[config.mk]
export PLATFORM = sky130hd
export DESIGN_NAME = rcdc_cmd_queue
export DESIGN_NICKNAME = d
export VERILOG_FILES = /design/src/hdl/rcdc_pkg.sv /design/src/hdl/rcdc_cmd_queue.sv
export SDC_FILE = /design/constraint.sdc
export NUM_CORES = 1
export LEC_CHECK = 0
export BUFFER_PORTS_ARGS = -buffer_cell sky130_fd_sc_hd__buf_2
export CAP_MARGIN = 20
export CORE_ASPECT_RATIO = 1.4
export CORE_MARGIN = 10
export CORE_UTILIZATION = 55
export CTS_BUF_LIST = sky130_fd_sc_hd__clkbuf_8
export DETAILED_ROUTE_END_ITERATION = 6
export GPL_TIMING_DRIVEN = 0
export MAX_ROUTING_LAYER = met4
export PLACE_DENSITY_LB_ADDON = 0.1
export SETUP_SLACK_MARGIN = 0.1
export SYNTH_ARGS = -nofsm -noshare
export SYNTH_HDL_FRONTEND = slang
export SYNTH_SLANG_ARGS = --single-unit
[constraint.sdc]
create_clock -name clk -period 7.4 [get_ports clk]
set_input_delay 1.11 -clock clk [delete_from_list [all_inputs] [get_ports clk]]
set_output_delay 1.11 -clock clk [all_outputs]
set_load 0.02 [all_outputs]
[src/hdl/rcdc_pkg.sv]
// ---------------------------------------------------------------------------
// rcdc_pkg: shared types and constants
// Widths, payload structs, register indexes and reciprocal constants for the
// radio clock drift calibrator.
// ---------------------------------------------------------------------------
package rcdc_pkg;

  // Frames per averaging window
  localparam int HISTORY_DEPTH = 10;
  localparam int DW            = $clog2(HISTORY_DEPTH);

  // Field widths
  localparam int LEN_W  = 7;
  localparam int IF_W   = 16;
  localparam int FO_W   = 8;
  localparam int CNT_W  = 24;
  localparam int SET_W  = 16;
  localparam int TRIM_W = 5;

  // Running sums hold a full window exactly
  localparam int IF_SUM_W  = IF_W + DW;
  localparam int OFS_SUM_W = FO_W + DW;
  localparam int CNT_SUM_W = CNT_W + DW;
  localparam int SMP_W     = (HISTORY_DEPTH > 1) ? $clog2(HISTORY_DEPTH) : 1;

  // Command queue between front and back
  localparam int QUEUE_DEPTH = 4;
  localparam int QA_W        = (QUEUE_DEPTH > 1) ? $clog2(QUEUE_DEPTH) : 1;
  localparam int QC_W        = $clog2(QUEUE_DEPTH + 1);

  // Frame and correction constants
  localparam logic [LEN_W-1:0]  ACCEPT_LENGTH  = LEN_W'(5);
  localparam int                IF_CENTRE      = 500;
  localparam int                IF_STEP        = 17;
  localparam int                FO_CENTRE      = 2;
  localparam int                FO_STEP        = 10;
  localparam int                COARSE_STEP    = 331;
  localparam int                FINE_STEP      = 58;
  localparam logic [TRIM_W-1:0] EDGE_HIGH      = TRIM_W'(30);
  localparam logic [TRIM_W-1:0] EDGE_LOW       = TRIM_W'(2);
  localparam logic [SET_W-1:0]  RX_EDGE_OFFSET = SET_W'(32 - 6);
  localparam logic [SET_W-1:0]  TX_EDGE_OFFSET = SET_W'(32 - 8);
  localparam logic [TRIM_W-1:0] TRIM_MAX       = TRIM_W'(31);

  // Reset values
  localparam logic [CNT_W-1:0]  TARGET_RESET  = CNT_W'(60000);
  localparam logic [SET_W-1:0]  SETTING_RESET = SET_W'(24576);
  localparam logic [TRIM_W-1:0] TRIM_RESET    = '0;

  // Configuration port
  localparam int CFG_IDX_W  = 3;
  localparam int CFG_DATA_W = CNT_W;
  localparam logic [CFG_IDX_W-1:0] REG_TARGET_COUNT = CFG_IDX_W'(0);
  localparam logic [CFG_IDX_W-1:0] REG_RX_DEFAULT   = CFG_IDX_W'(1);
  localparam logic [CFG_IDX_W-1:0] REG_RX_ALTERNATE = CFG_IDX_W'(2);
  localparam logic [CFG_IDX_W-1:0] REG_TX_DEFAULT   = CFG_IDX_W'(3);
  localparam logic [CFG_IDX_W-1:0] REG_TX_ALTERNATE = CFG_IDX_W'(4);
  localparam logic [CFG_IDX_W-1:0] REG_COARSE_INIT  = CFG_IDX_W'(5);
  localparam logic [CFG_IDX_W-1:0] REG_FINE_INIT    = CFG_IDX_W'(6);

  // Constant division: q = (x * MUL) >> SH, exact for x < 2^XW when
  // SH = XW + ceil(log2(d)) and MUL = ceil(2^SH / d).
  // Window averages
  localparam int AIF_SH = IF_SUM_W + DW;
  localparam int AIF_MW = IF_SUM_W + 1;
  localparam int AIF_PW = IF_SUM_W + AIF_MW;
  localparam logic [AIF_MW-1:0] AIF_MUL = AIF_MW'(((64'd1 << AIF_SH)
      + 64'(HISTORY_DEPTH) - 64'd1) / 64'(HISTORY_DEPTH));

  localparam int AFO_SH = OFS_SUM_W + DW;
  localparam int AFO_MW = OFS_SUM_W + 1;
  localparam int AFO_PW = OFS_SUM_W + AFO_MW;
  localparam logic [AFO_MW-1:0] AFO_MUL = AFO_MW'(((64'd1 << AFO_SH)
      + 64'(HISTORY_DEPTH) - 64'd1) / 64'(HISTORY_DEPTH));

  localparam int ACN_SH = CNT_SUM_W + DW;
  localparam int ACN_MW = CNT_SUM_W + 1;
  localparam int ACN_PW = CNT_SUM_W + ACN_MW;
  localparam logic [ACN_MW-1:0] ACN_MUL = ACN_MW'(((64'd1 << ACN_SH)
      + 64'(HISTORY_DEPTH) - 64'd1) / 64'(HISTORY_DEPTH));

  // RX step: magnitude of (avg_if - 500) fits 16 bits
  localparam int RXQ_XW = IF_W;
  localparam int RXQ_SH = RXQ_XW + $clog2(IF_STEP);
  localparam int RXQ_MW = RXQ_XW + 1;
  localparam int RXQ_PW = RXQ_XW + RXQ_MW;
  localparam int RXQ_QW = RXQ_PW - RXQ_SH;
  localparam logic [RXQ_MW-1:0] RXQ_MUL = RXQ_MW'(((64'd1 << RXQ_SH)
      + 64'(IF_STEP) - 64'd1) / 64'(IF_STEP));

  // TX step: magnitude of (avg_fo - 2) is at most 130
  localparam int TXQ_XW = FO_W;
  localparam int TXQ_SH = TXQ_XW + $clog2(FO_STEP);
  localparam int TXQ_MW = TXQ_XW + 1;
  localparam int TXQ_PW = TXQ_XW + TXQ_MW;
  localparam int TXQ_QW = TXQ_PW - TXQ_SH;
  localparam logic [TXQ_MW-1:0] TXQ_MUL = TXQ_MW'(((64'd1 << TXQ_SH)
      + 64'(FO_STEP) - 64'd1) / 64'(FO_STEP));

  // Coarse step on the count error magnitude
  localparam int CRQ_XW = CNT_W;
  localparam int CRQ_SH = CRQ_XW + $clog2(COARSE_STEP);
  localparam int CRQ_MW = CRQ_XW + 1;
  localparam int CRQ_PW = CRQ_XW + CRQ_MW;
  localparam int CRQ_QW = CRQ_PW - CRQ_SH;
  localparam logic [CRQ_MW-1:0] CRQ_MUL = CRQ_MW'(((64'd1 << CRQ_SH)
      + 64'(COARSE_STEP) - 64'd1) / 64'(COARSE_STEP));

  // Fine step on the coarse remainder
  localparam int FNQ_XW = $clog2(COARSE_STEP);
  localparam int FNQ_SH = FNQ_XW + $clog2(FINE_STEP);
  localparam int FNQ_MW = FNQ_XW + 1;
  localparam int FNQ_PW = FNQ_XW + FNQ_MW;
  localparam int FNQ_QW = FNQ_PW - FNQ_SH;
  localparam logic [FNQ_MW-1:0] FNQ_MUL = FNQ_MW'(((64'd1 << FNQ_SH)
      + 64'(FINE_STEP) - 64'd1) / 64'(FINE_STEP));

  // Trim update sum, wide enough for the coarse step
  localparam int TSUM_W = CRQ_QW + 2;

  // Payload types
  typedef struct packed {
    logic                    crc_good;
    logic [LEN_W-1:0]        frame_length;
    logic [IF_W-1:0]         if_estimate;
    logic signed [FO_W-1:0]  freq_offset;
    logic [CNT_W-1:0]        osc_count;
  } item_t;

  typedef struct packed {
    logic               accepted;
    logic               update_done;
    logic [SET_W-1:0]   active_tx_setting;
    logic [SET_W-1:0]   active_rx_setting;
    logic [TRIM_W-1:0]  coarse_trim;
    logic [TRIM_W-1:0]  fine_trim;
    logic               active_pair;
  } result_t;

  // Front to back command
  typedef struct packed {
    logic                         ok;
    logic                         upd;
    logic [IF_SUM_W-1:0]          if_sum;
    logic signed [OFS_SUM_W-1:0]  ofs_sum;
    logic [CNT_SUM_W-1:0]         cnt_sum;
  } cmd_t;

  // Configuration write
  typedef struct packed {
    logic                   valid;
    logic [CFG_IDX_W-1:0]   index;
    logic [CFG_DATA_W-1:0]  data;
  } cfg_t;

  typedef logic [1:0][SET_W-1:0] cand_pair_t;

  typedef enum logic [2:0] {
    B_IDLE,
    B_AVG,
    B_DIFF,
    B_QUOT,
    B_REM,
    B_APPLY,
    B_FIX
  } back_state_t;

endpackage

[src/hdl/rcdc_cmd_queue.sv]
// ---------------------------------------------------------------------------
// rcdc_cmd_queue: command queue
// Small register FIFO between front and back so each side stalls alone.
// ---------------------------------------------------------------------------
module rcdc_cmd_queue (
  input  logic            clk,
  input  logic            rst,
  input  logic            wr,
  input  rcdc_pkg::cmd_t  wr_data,
  output logic            full,
  input  logic            rd,
  output logic            valid,
  output rcdc_pkg::cmd_t  rd_data
);

  rcdc_pkg::cmd_t                mem [rcdc_pkg::QUEUE_DEPTH];
  logic [rcdc_pkg::QA_W-1:0]     wr_ptr;
  logic [rcdc_pkg::QA_W-1:0]     rd_ptr;
  logic [rcdc_pkg::QC_W-1:0]     fill;
  logic                          do_wr;
  logic                          do_rd;

  assign full    = (fill == rcdc_pkg::QC_W'(rcdc_pkg::QUEUE_DEPTH));
  assign valid   = (fill != '0);
  assign rd_data = mem[rd_ptr];
  assign do_wr   = wr && !full;
  assign do_rd   = rd && valid;

  function automatic logic [rcdc_pkg::QA_W-1:0] ptr_inc(input logic [rcdc_pkg::QA_W-1:0] p);
    if (p == rcdc_pkg::QA_W'(rcdc_pkg::QUEUE_DEPTH - 1)) begin
      return '0;
    end
    return p + rcdc_pkg::QA_W'(1);
  endfunction

  always_ff @(posedge clk) begin
    if (do_wr) begin
      mem[wr_ptr] <= wr_data;
    end
  end

  always_ff @(posedge clk) begin
    if (rst) begin
      wr_ptr <= '0;
      rd_ptr <= '0;
      fill   <= '0;
    end else begin
      if (do_wr) begin
        wr_ptr <= ptr_inc(wr_ptr);
      end
      if (do_rd) begin
        rd_ptr <= ptr_inc(rd_ptr);
      end
      case ({do_wr, do_rd})
        2'b10:   fill <= fill + rcdc_pkg::QC_W'(1);
        2'b01:   fill <= fill - rcdc_pkg::QC_W'(1);
        default: fill <= fill;
      endcase
    end
  end

endmodule

==> metrics.yaml <==
clocking:
  cts_tree: "yes"
  cts-buffers-inserted: 39
  clk_latency_ps: 500
  postCtsSetupRepairBufs: 0
  ctsResizeCount: 0
  clk_pin_slew_ps: 60
  h-tree-depth: 2
  cts_max_path_buffers: 3
  cts_hold_buf: 0
  root_buffer: "clkbuf_8"
  cts_sinks: 257
power_and_ir_drop:
  total_power_mw: 3.71
  ir_worst_vdd_uv: 185
  power.density_nw_per_um2: 333
  leakage_nw: 3.83
die:
  die_x_um: 131
  fp.dieArea_um2: 22900
  boundaryPins: 130
  core_area_um2: 16800
  rows: 56
  start_util: 0.562
  die_h_um: 175
critical_path:
  path_class: "flop to output port"
  crit_arrival_ps: 2150
  max_stage_delay_ps: 540
  startpoint_type: "flop"
  required_ps: 6290
  path_common_cell: "buf_2"
  cp_cell_sequence: "buf_2 -> clkbuf_1 -> mux4_2 -> buf_2"
  cp_slowest_cell: "clkbuf_1"
  path_max_fanout: 10
  critPathCaptureType: "output port"
placement:
  hpwl_mm: 10.9
  place_congestion: 0.720
  io_buffers: 128
  numPlacedInstances: 713
routing:
  met3_wirelength_mm: 1.03
  wl_mm: 17.3
  top_layer_used: "met4"
  via_count: 4443
  wl_met2_mm: 9.19
  dr.pass1.iters: 4
  ant_nets: 0
  drc: 0
  routedWlPerCell_um: 22.1
  drt_iter0_drc: 275
  avgViaCountPerCell: 5.67
  met1_length_mm: 6.56
cells_and_area:
  fin_cells: 783
  layout_commonest_cell: "edfxtp_1"
  nets: 624
  area_growth_pct: 18.1
  final_cell_mix: "248 x edfxtp_1, 130 x buf_2, 62 x mux4_2"
  drive_gt1_frac: 0.445
timing:
  slew_headroom: 0.562
  maxSlewViolCount: 0
  rsz0062_at_grt: "no"
  fmax_mhz: 307
  hold_violations: 0
  min_period_over_period: 0.441
  fin_crit_ps: 3260
  holdWs_ps: 511
  fin_skew_ps: 10.2
  finalSetupViolations: 0
  tightestPinTransition_ps: 657
  tns_ps: 0
logic_synthesis:
  yosys_warnings: 0
  synth.avg_cell_area_um2: 25.0
  synth_seq_cells: 257
  yosysSeqAreaShare: 0.808
  syn_area_um2: 9450
  synth_cells: 378
  synth_nets: 451
  synth_cell_types: 26
grt:
  grt_overflow: 0
  track_usage: 0.159
  grt_pass1_wl_mm: 27.0
  grt_pass1_vias: 4952
  antenna_found_initial: 3
  grt_max_degree: 51
worst_hold_path:
  hold_path.class: "flop to flop"
run_status:
  status: "finished clean"
run:
  max-cap-violations: 0
-- synth_stat cells, drive strengths merged --
cell | count | share of area
a21o | 1 | 0.00080
a21oi | 4 | 0.0021
and2 | 1 | 0.00093
and3 | 4 | 0.0030
buf | 9 | 0.0094
clkbuf | 7 | 0.0028
dfxtp | 9 | 0.019
edfxtp | 248 | 0.79
fa | 1 | 0.0021
ha | 6 | 0.0079
inv | 8 | 0.0032
mux2i | 1 | 0.0011
mux4 | 62 | 0.15
nand2 | 1 | 0.00040
nand3 | 2 | 0.0011
nor2 | 4 | 0.0016
nor3 | 1 | 0.00053
o21ai | 1 | 0.00053
o31ai | 2 | 0.0021
or3 | 3 | 0.0023
or3b | 1 | 0.00093
xor2 | 2 | 0.0019
-- final timing paths --
check | cells past startpoint | endpoint | startpoint | slack [ps]
max | 4 | rd_data[25] | flop | 4140
min | 2 | flop | rd_ptr[0]$_SDFFE_PP0P_ | 510
max reg2reg | 10 | fill[2]$_SDFFE_PP0P_ | fill[2]$_SDFFE_PP0P_ | 4860
min reg2reg | 2 | flop | rd_ptr[0]$_SDFFE_PP0P_ | 510
-- kinds of logic after synthesis --
family | Yosys count | synth area share
compound gates | 8 | 0.00556
fa+ha+maj | 7 | 0.0101
simple gates | 17 | 0.0107
buf+inv | 24 | 0.0154
xor+xnor | 2 | 0.00185
flops | 257 | 0.808
mux | 63 | 0.149
-- sequential cells by signal (all words and copies together), names as in the netlist, named ones only --
register	cells
fill	3
mem	248
rd_ptr	2
wr_ptr	2
-- metrics by stage --
step           cell area (um2)  setup WS, ps  utilization
2_1_floorplan             9450          4350            -
3_3_place_gp             10300          3050        0.615
3_5_place_dp             10500          4520        0.622
4_1_cts                  11200          4070        0.663
5_1_grt                  11200          3980        0.664
6_report                 11200          4140        0.664
-- power breakdown --
part / internal [mW] / switching [mW] / total [mW]
logic: 0.385 / 0.515 / 0.900
clock network: 0.544 / 0.489 / 1.03
registers: 1.75 / 0.0340 / 1.78
-- worst max-delay path, delay by kind of cell (launching register included) --
family | cells | cell delay, ps
muxes | 1 | 430
buffers and inverters | 3 | 930
DFF | 1 | 300
-- metal layers --
layer,vias up,GRT usage
met1,2282,0.183
met4,0,0.0553
met3,47,0.0357
met2,146,0.267
li1,1968,-
met5,-,-
-- layout make-up --
class	instances	area, um2
Antenna cell	3	7.51
Buffer	16	115
Clock buffer	41	564
Clock inverter	26	129
Fill cell	1132	5660
Inverter	8	30.0
Multi-Input combinational cell	97	1690
Sequential cell	257	7630
Tap cell	203	254
Timing Repair Buffer	132	743
No activity file was read; power rests on OpenSTA's default activity.
