**src/hdl/rcdc_pkg.sv**
```systemverilog
// ---------------------------------------------------------------------------
// rcdc_pkg: shared types and constants
// Widths, payload structs, register indexes and reciprocal constants for the
// radio clock drift calibrator.
// ---------------------------------------------------------------------------
package rcdc_pkg;

  // Frames per averaging window
  localparam int HISTORY_DEPTH = 10;
  localparam int DW            = $clog2(HISTORY_DEPTH);

  // Field widths
  localparam int LEN_W  = 7;
  localparam int IF_W   = 16;
  localparam int FO_W   = 8;
  localparam int CNT_W  = 24;
  localparam int SET_W  = 16;
  localparam int TRIM_W = 5;

  // Running sums hold a full window exactly
  localparam int IF_SUM_W  = IF_W + DW;
  localparam int OFS_SUM_W = FO_W + DW;
  localparam int CNT_SUM_W = CNT_W + DW;
  localparam int SMP_W     = (HISTORY_DEPTH > 1) ? $clog2(HISTORY_DEPTH) : 1;

  // Command queue between front and back
  localparam int QUEUE_DEPTH = 4;
  localparam int QA_W        = (QUEUE_DEPTH > 1) ? $clog2(QUEUE_DEPTH) : 1;
  localparam int QC_W        = $clog2(QUEUE_DEPTH + 1);

  // Frame and correction constants
  localparam logic [LEN_W-1:0]  ACCEPT_LENGTH  = LEN_W'(5);
  localparam int                IF_CENTRE      = 500;
  localparam int                IF_STEP        = 17;
  localparam int                FO_CENTRE      = 2;
  localparam int                FO_STEP        = 10;
  localparam int                COARSE_STEP    = 331;
  localparam int                FINE_STEP      = 58;
  localparam logic [TRIM_W-1:0] EDGE_HIGH      = TRIM_W'(30);
  localparam logic [TRIM_W-1:0] EDGE_LOW       = TRIM_W'(2);
  localparam logic [SET_W-1:0]  RX_EDGE_OFFSET = SET_W'(32 - 6);
  localparam logic [SET_W-1:0]  TX_EDGE_OFFSET = SET_W'(32 - 8);
  localparam logic [TRIM_W-1:0] TRIM_MAX       = TRIM_W'(31);

  // Reset values
  localparam logic [CNT_W-1:0]  TARGET_RESET  = CNT_W'(60000);
  localparam logic [SET_W-1:0]  SETTING_RESET = SET_W'(24576);
  localparam logic [TRIM_W-1:0] TRIM_RESET    = '0;

  // Configuration port
  localparam int CFG_IDX_W  = 3;
  localparam int CFG_DATA_W = CNT_W;
  localparam logic [CFG_IDX_W-1:0] REG_TARGET_COUNT = CFG_IDX_W'(0);
  localparam logic [CFG_IDX_W-1:0] REG_RX_DEFAULT   = CFG_IDX_W'(1);
  localparam logic [CFG_IDX_W-1:0] REG_RX_ALTERNATE = CFG_IDX_W'(2);
  localparam logic [CFG_IDX_W-1:0] REG_TX_DEFAULT   = CFG_IDX_W'(3);
  localparam logic [CFG_IDX_W-1:0] REG_TX_ALTERNATE = CFG_IDX_W'(4);
  localparam logic [CFG_IDX_W-1:0] REG_COARSE_INIT  = CFG_IDX_W'(5);
  localparam logic [CFG_IDX_W-1:0] REG_FINE_INIT    = CFG_IDX_W'(6);

  // Constant division: q = (x * MUL) >> SH, exact for x < 2^XW when
  // SH = XW + ceil(log2(d)) and MUL = ceil(2^SH / d).
  // Window averages
  localparam int AIF_SH = IF_SUM_W + DW;
  localparam int AIF_MW = IF_SUM_W + 1;
  localparam int AIF_PW = IF_SUM_W + AIF_MW;
  localparam logic [AIF_MW-1:0] AIF_MUL = AIF_MW'(((64'd1 << AIF_SH)
      + 64'(HISTORY_DEPTH) - 64'd1) / 64'(HISTORY_DEPTH));

  localparam int AFO_SH = OFS_SUM_W + DW;
  localparam int AFO_MW = OFS_SUM_W + 1;
  localparam int AFO_PW = OFS_SUM_W + AFO_MW;
  localparam logic [AFO_MW-1:0] AFO_MUL = AFO_MW'(((64'd1 << AFO_SH)
      + 64'(HISTORY_DEPTH) - 64'd1) / 64'(HISTORY_DEPTH));

  localparam int ACN_SH = CNT_SUM_W + DW;
  localparam int ACN_MW = CNT_SUM_W + 1;
  localparam int ACN_PW = CNT_SUM_W + ACN_MW;
  localparam logic [ACN_MW-1:0] ACN_MUL = ACN_MW'(((64'd1 << ACN_SH)
      + 64'(HISTORY_DEPTH) - 64'd1) / 64'(HISTORY_DEPTH));

  // RX step: magnitude of (avg_if - 500) fits 16 bits
  localparam int RXQ_XW = IF_W;
  localparam int RXQ_SH = RXQ_XW + $clog2(IF_STEP);
  localparam int RXQ_MW = RXQ_XW + 1;
  localparam int RXQ_PW = RXQ_XW + RXQ_MW;
  localparam int RXQ_QW = RXQ_PW - RXQ_SH;
  localparam logic [RXQ_MW-1:0] RXQ_MUL = RXQ_MW'(((64'd1 << RXQ_SH)
      + 64'(IF_STEP) - 64'd1) / 64'(IF_STEP));

  // TX step: magnitude of (avg_fo - 2) is at most 130
  localparam int TXQ_XW = FO_W;
  localparam int TXQ_SH = TXQ_XW + $clog2(FO_STEP);
  localparam int TXQ_MW = TXQ_XW + 1;
  localparam int TXQ_PW = TXQ_XW + TXQ_MW;
  localparam int TXQ_QW = TXQ_PW - TXQ_SH;
  localparam logic [TXQ_MW-1:0] TXQ_MUL = TXQ_MW'(((64'd1 << TXQ_SH)
      + 64'(FO_STEP) - 64'd1) / 64'(FO_STEP));

  // Coarse step on the count error magnitude
  localparam int CRQ_XW = CNT_W;
  localparam int CRQ_SH = CRQ_XW + $clog2(COARSE_STEP);
  localparam int CRQ_MW = CRQ_XW + 1;
  localparam int CRQ_PW = CRQ_XW + CRQ_MW;
  localparam int CRQ_QW = CRQ_PW - CRQ_SH;
  localparam logic [CRQ_MW-1:0] CRQ_MUL = CRQ_MW'(((64'd1 << CRQ_SH)
      + 64'(COARSE_STEP) - 64'd1) / 64'(COARSE_STEP));

  // Fine step on the coarse remainder
  localparam int FNQ_XW = $clog2(COARSE_STEP);
  localparam int FNQ_SH = FNQ_XW + $clog2(FINE_STEP);
  localparam int FNQ_MW = FNQ_XW + 1;
  localparam int FNQ_PW = FNQ_XW + FNQ_MW;
  localparam int FNQ_QW = FNQ_PW - FNQ_SH;
  localparam logic [FNQ_MW-1:0] FNQ_MUL = FNQ_MW'(((64'd1 << FNQ_SH)
      + 64'(FINE_STEP) - 64'd1) / 64'(FINE_STEP));

  // Trim update sum, wide enough for the coarse step
  localparam int TSUM_W = CRQ_QW + 2;

  // Payload types
  typedef struct packed {
    logic                    crc_good;
    logic [LEN_W-1:0]        frame_length;
    logic [IF_W-1:0]         if_estimate;
    logic signed [FO_W-1:0]  freq_offset;
    logic [CNT_W-1:0]        osc_count;
  } item_t;

  typedef struct packed {
    logic               accepted;
    logic               update_done;
    logic [SET_W-1:0]   active_tx_setting;
    logic [SET_W-1:0]   active_rx_setting;
    logic [TRIM_W-1:0]  coarse_trim;
    logic [TRIM_W-1:0]  fine_trim;
    logic               active_pair;
  } result_t;

  // Front to back command
  typedef struct packed {
    logic                         ok;
    logic                         upd;
    logic [IF_SUM_W-1:0]          if_sum;
    logic signed [OFS_SUM_W-1:0]  ofs_sum;
    logic [CNT_SUM_W-1:0]         cnt_sum;
  } cmd_t;

  // Configuration write
  typedef struct packed {
    logic                   valid;
    logic [CFG_IDX_W-1:0]   index;
    logic [CFG_DATA_W-1:0]  data;
  } cfg_t;

  typedef logic [1:0][SET_W-1:0] cand_pair_t;

  typedef enum logic [2:0] {
    B_IDLE,
    B_AVG,
    B_DIFF,
    B_QUOT,
    B_REM,
    B_APPLY,
    B_FIX
  } back_state_t;

endpackage

```
**src/hdl/rcdc_front.sv**
```systemverilog
// ---------------------------------------------------------------------------
// rcdc_front: frame filter and window accumulator
// Accepts frames, checks CRC and length, keeps the running sums and hands
// one command per frame to the back end, with the full sums on window close.
// ---------------------------------------------------------------------------
module rcdc_front (
  input  logic                 clk,
  input  logic                 rst,
  input  logic                 push,
  output logic                 full,
  input  rcdc_pkg::item_t      item,
  input  logic                 q_full,
  output logic                 q_push,
  output rcdc_pkg::cmd_t       q_data
);

  logic [rcdc_pkg::IF_SUM_W-1:0]         if_sum;
  logic signed [rcdc_pkg::OFS_SUM_W-1:0] ofs_sum;
  logic [rcdc_pkg::CNT_SUM_W-1:0]        cnt_sum;
  logic [rcdc_pkg::SMP_W-1:0]            samples;

  logic [rcdc_pkg::IF_SUM_W-1:0]         if_sum_next;
  logic signed [rcdc_pkg::OFS_SUM_W-1:0] ofs_sum_next;
  logic [rcdc_pkg::CNT_SUM_W-1:0]        cnt_sum_next;
  logic                                  ok;
  logic                                  last;
  logic                                  take;

  assign full = q_full;
  assign take = push && !q_full;
  assign ok   = item.crc_good && (item.frame_length == rcdc_pkg::ACCEPT_LENGTH);
  assign last = (samples == rcdc_pkg::SMP_W'(rcdc_pkg::HISTORY_DEPTH - 1));

  // freq_offset is signed: the sized cast sign-extends
  assign if_sum_next  = if_sum + rcdc_pkg::IF_SUM_W'(item.if_estimate);
  assign ofs_sum_next = ofs_sum + rcdc_pkg::OFS_SUM_W'(item.freq_offset);
  assign cnt_sum_next = cnt_sum + rcdc_pkg::CNT_SUM_W'(item.osc_count);

  always_comb begin
    q_push         = take;
    q_data.ok      = ok;
    q_data.upd     = ok && last;
    q_data.if_sum  = if_sum_next;
    q_data.ofs_sum = ofs_sum_next;
    q_data.cnt_sum = cnt_sum_next;
  end

  always_ff @(posedge clk) begin
    if (rst) begin
      if_sum  <= '0;
      ofs_sum <= '0;
      cnt_sum <= '0;
      samples <= '0;
    end else if (take && ok) begin
      if (last) begin
        if_sum  <= '0;
        ofs_sum <= '0;
        cnt_sum <= '0;
        samples <= '0;
      end else begin
        if_sum  <= if_sum_next;
        ofs_sum <= ofs_sum_next;
        cnt_sum <= cnt_sum_next;
        samples <= samples + rcdc_pkg::SMP_W'(1);
      end
    end
  end

endmodule

```
**config.mk**
```make
export PLATFORM = sky130hd
export DESIGN_NAME = rcdc_front
export DESIGN_NICKNAME = d
export VERILOG_FILES = /design/src/hdl/rcdc_pkg.sv /design/src/hdl/rcdc_front.sv
export SDC_FILE = /design/constraint.sdc
export NUM_CORES = 1
export LEC_CHECK = 0
export ABC_CLOCK_PERIOD_IN_PS = 7700
export BUFFER_PORTS_ARGS = -buffer_cell sky130_fd_sc_hd__buf_4
export CAP_MARGIN = 20
export CORE_ASPECT_RATIO = 1.75
export CORE_MARGIN = 2
export CORE_UTILIZATION = 59
export DETAILED_ROUTE_END_ITERATION = 7
export MAX_ROUTING_LAYER = met4
export PLACE_DENSITY = 0.89
export SLEW_MARGIN = 20
export SYNTH_ARGS = -nofsm -noshare
export SYNTH_HDL_FRONTEND = slang
export SYNTH_SLANG_ARGS = --single-unit
```
**constraint.sdc**
```tcl
create_clock -name clk -period 7.7 [get_ports clk]
set_input_delay 0.385 -clock clk [delete_from_list [all_inputs] [get_ports clk]]
set_output_delay 0.385 -clock clk [all_outputs]
set_load 0.005 [all_outputs]
```
==> reports/metrics.cfg <==
[die]
pin_count = 124
die_w_um = 74.4
rows = 45
core_um2 = 8560
start_util_pct = 59.9
die_h_um = 127
dieArea_um2 = 9470

[sta]
whs_ns = 0.459
skew_ns = 0.00435
tns_ns = 0
post-route-period-util_pct = 46.1
maxClockFrequency_mhz = 281
setup_viol = 0
worst_slew_pin_slew_ns = 0.980
drv_slew = 0
layout_setup_ws_ns = 4.15
rsz0062_at_grt = false
hold_viol = 0
fin_crit_ns = 3.55
relSlewSlack_pct = 34.7

[drt]
drc_errors = 0
wirelength_mm = 15.7
drtIter0Drc = 262
vias_per_cell = 6.33
vias = 5441
antenna_left = 0
firstDrtPassIters = 5
wl_per_cell_um = 18.2

[synth]
synth.ff_latch_count = 64
synthesis.nets = 740
ys.flop_type = dfxtp_1
synthCells = 626
syn_area_per_cell_um2 = 8.18
synthArstFlopShare_pct = 0
synth_enable_flop_cells = 0
syn_area_um2 = 5120
synth_seq_area_share_pct = 25.0
yosys_warnings = 0
ys_types = 67

[place]
dp_hpwl_mm = 12.0
dp.cells = 843
port-buffer-count = 123
place_ws_ns = 4.28
place.gp.congestion = 0.975

[clock_network]
cts_sinks = 64
clock_path_buffers = 2
cts_setup_buffers = 0
cts_tree = built
ctsRootBufferMaster = clkbuf_16
cts_hold_buf = 0
cts-resized-gates = 0
insertion_delay_ns = 0.33
cts.htree.levels = 3
cts_buffers = 9
cts.clk_slew.worst_paths_ns = 0.05

[pwr]
p_sw_w = 0.000215
pwr-share-seq_pct = 37.0
p_leak_nw = 2.91
design_power_total_w = 0.000898
pwr-share-comb_pct = 13.9
power.density_nw_per_um2 = 140
sw_frac_of_total_pct = 23.9
pwr-share-clk_pct = 49.2
peakVddDrop_mv = 0.140
intPower_w = 0.000683

[outcome]
outcome = finished clean

[cells_and_area]
fill_cells = 680
final_cell_mix = buf_4 (126), dfxtp_1 (64), nor2_1 (55), a21oi_1 (52), ha_1 (51)
antenna_cells = 0
finalNonFillerCells = 859
final_common_cell = buf_4
fin_nets = 851
syn_to_final_growth_pct = 25.5
drive_gt1_share_pct = 21.0

[min_path]
hold_class = flip-flop to flip-flop

[setup_path]
startpoint_type = flip-flop
worstSetupEndpointType = primary output
critPathArrivalTime_ns = 3.17
cp_data_required_time_ns = 7.32
crit_type = flip-flop to primary output
cp_max_fo = 3

[global_routing]
grt_overflow_total = 0
antenna_found_initial = 0
grt.total_usage_pct = 34.1
first_global_vias = 5387
grt_max_degree = 49
grt_pass1_wl_mm = 24.8

[flow_run]
drv_cap = 0

## final timing paths
kind / slack, ns / cells past startpoint / start / to
min: 0.46 / 2 / ofs_sum[0] / ofs_sum[0]
max: 4.15 / 10 / if_sum[0] / q_data[54]
min reg2reg: 0.46 / 2 / ofs_sum[0] / ofs_sum[0]
max reg2reg: 4.86 / 9 / if_sum[0] / if_sum[16]
## cells by family (layout without fill, tap and decap cells)
logic type	count (synthesis)	count (layout)	share of synthesized area [%]
AOI/OAI and AO/OA	212	212	29.8
and+or+nand+nor	202	202	19.2
DFF	64	64	25.0
adders and majority gates	54	54	13.6
xor gates and xnor gates	49	49	8.38
buffers and inverters	41	157	3.25
muxes	4	4	0.806
## critical path, cell delays in order (launching register included)
cell,delay [ns]
dfxtp_1,0.31
ha_1,0.21
fa_1,0.42
a21o_1,0.22
a21oi_1,0.35
o21ai_0,0.23
a211oi_1,0.29
nor2_1,0.11
nor4_1,0.39
nor3_1,0.14
buf_4,0.16
## cells in the mapped netlist, types with 3 or more instances
master,instances,area (µm²)
clkbuf_1,20,75.1
xor2_1,16,140
a2111oi_0,3,26.3
mux2i_1,3,30.0
a31oi_1,6,37.5
nor2_1,56,210
and3_1,5,31.3
o21ai_1,3,15.0
and2_1,6,37.5
nor2b_1,7,43.8
nand2b_1,7,43.8
nand2_1,45,169
o21a_1,7,52.6
nand4_1,8,50.1
o31ai_1,5,37.5
buf_2,4,20.0
nand3_1,29,145
ha_1,51,638
o21bai_1,7,52.6
a21oi_1,52,260
o211ai_1,9,67.6
dfxtp_1,64,1280
fa_1,3,60.1
a21o_1,19,143
or4_1,4,30.0
o41ai_1,5,43.8
o21ai_0,26,130
xnor2_1,33,289
a211oi_1,7,52.6
or2_2,3,18.8
nor3_1,18,90.1
nor3b_1,3,22.5
a22o_1,14,123
inv_1,14,52.6
a22oi_1,21,158
## per-stage QoR
step,util (%),instance area (µm²)
after CTS,75.1,6430
final,75.1,6430
after global routing,75.1,6430
after floorplan,-,5120
after detailed placement,71.3,6100
after global placement,71.3,6100
## layout make-up
type                       instances  area [µm²]  share of cell area [%]
clock buffer                      10         239                    3.72
multi-input combinational        521        3680                    57.2
clock inverter                     6        82.6                    1.28
inverter                          15        56.3                   0.876
sequential                        64        1280                    19.9
tap                              117         146                    2.28
timing repair buffer             126         946                    14.7
## power by group through the flow
stage	combinational (W)	sequential (W)	clock, W
2_1_floorplan	0.0000602	0.000339	0
3_3_place_gp	0.000120	0.000339	0
3_5_place_dp	0.000123	0.000339	0
4_1_cts	0.000124	0.000332	0.000441
5_1_grt	0.000134	0.000332	0.000459
6_report	0.000125	0.000332	0.000441
## state kept, by name, summed over array words and instances (netlist names)
register  count
cnt_sum      28
if_sum       20
ofs_sum      12
samples       4
## layer usage
metal / GRT usage (%) / wire [µm] / part of all wire, %
met1: 34.2 / 5660 / 36
met2: 62.0 / 8590 / 55
met3: 5.36 / 680 / 4.3
met4: 15.8 / 720 / 4.6
met5: - / 0 / 0
No activity file was read; power rests on OpenSTA's default activity.
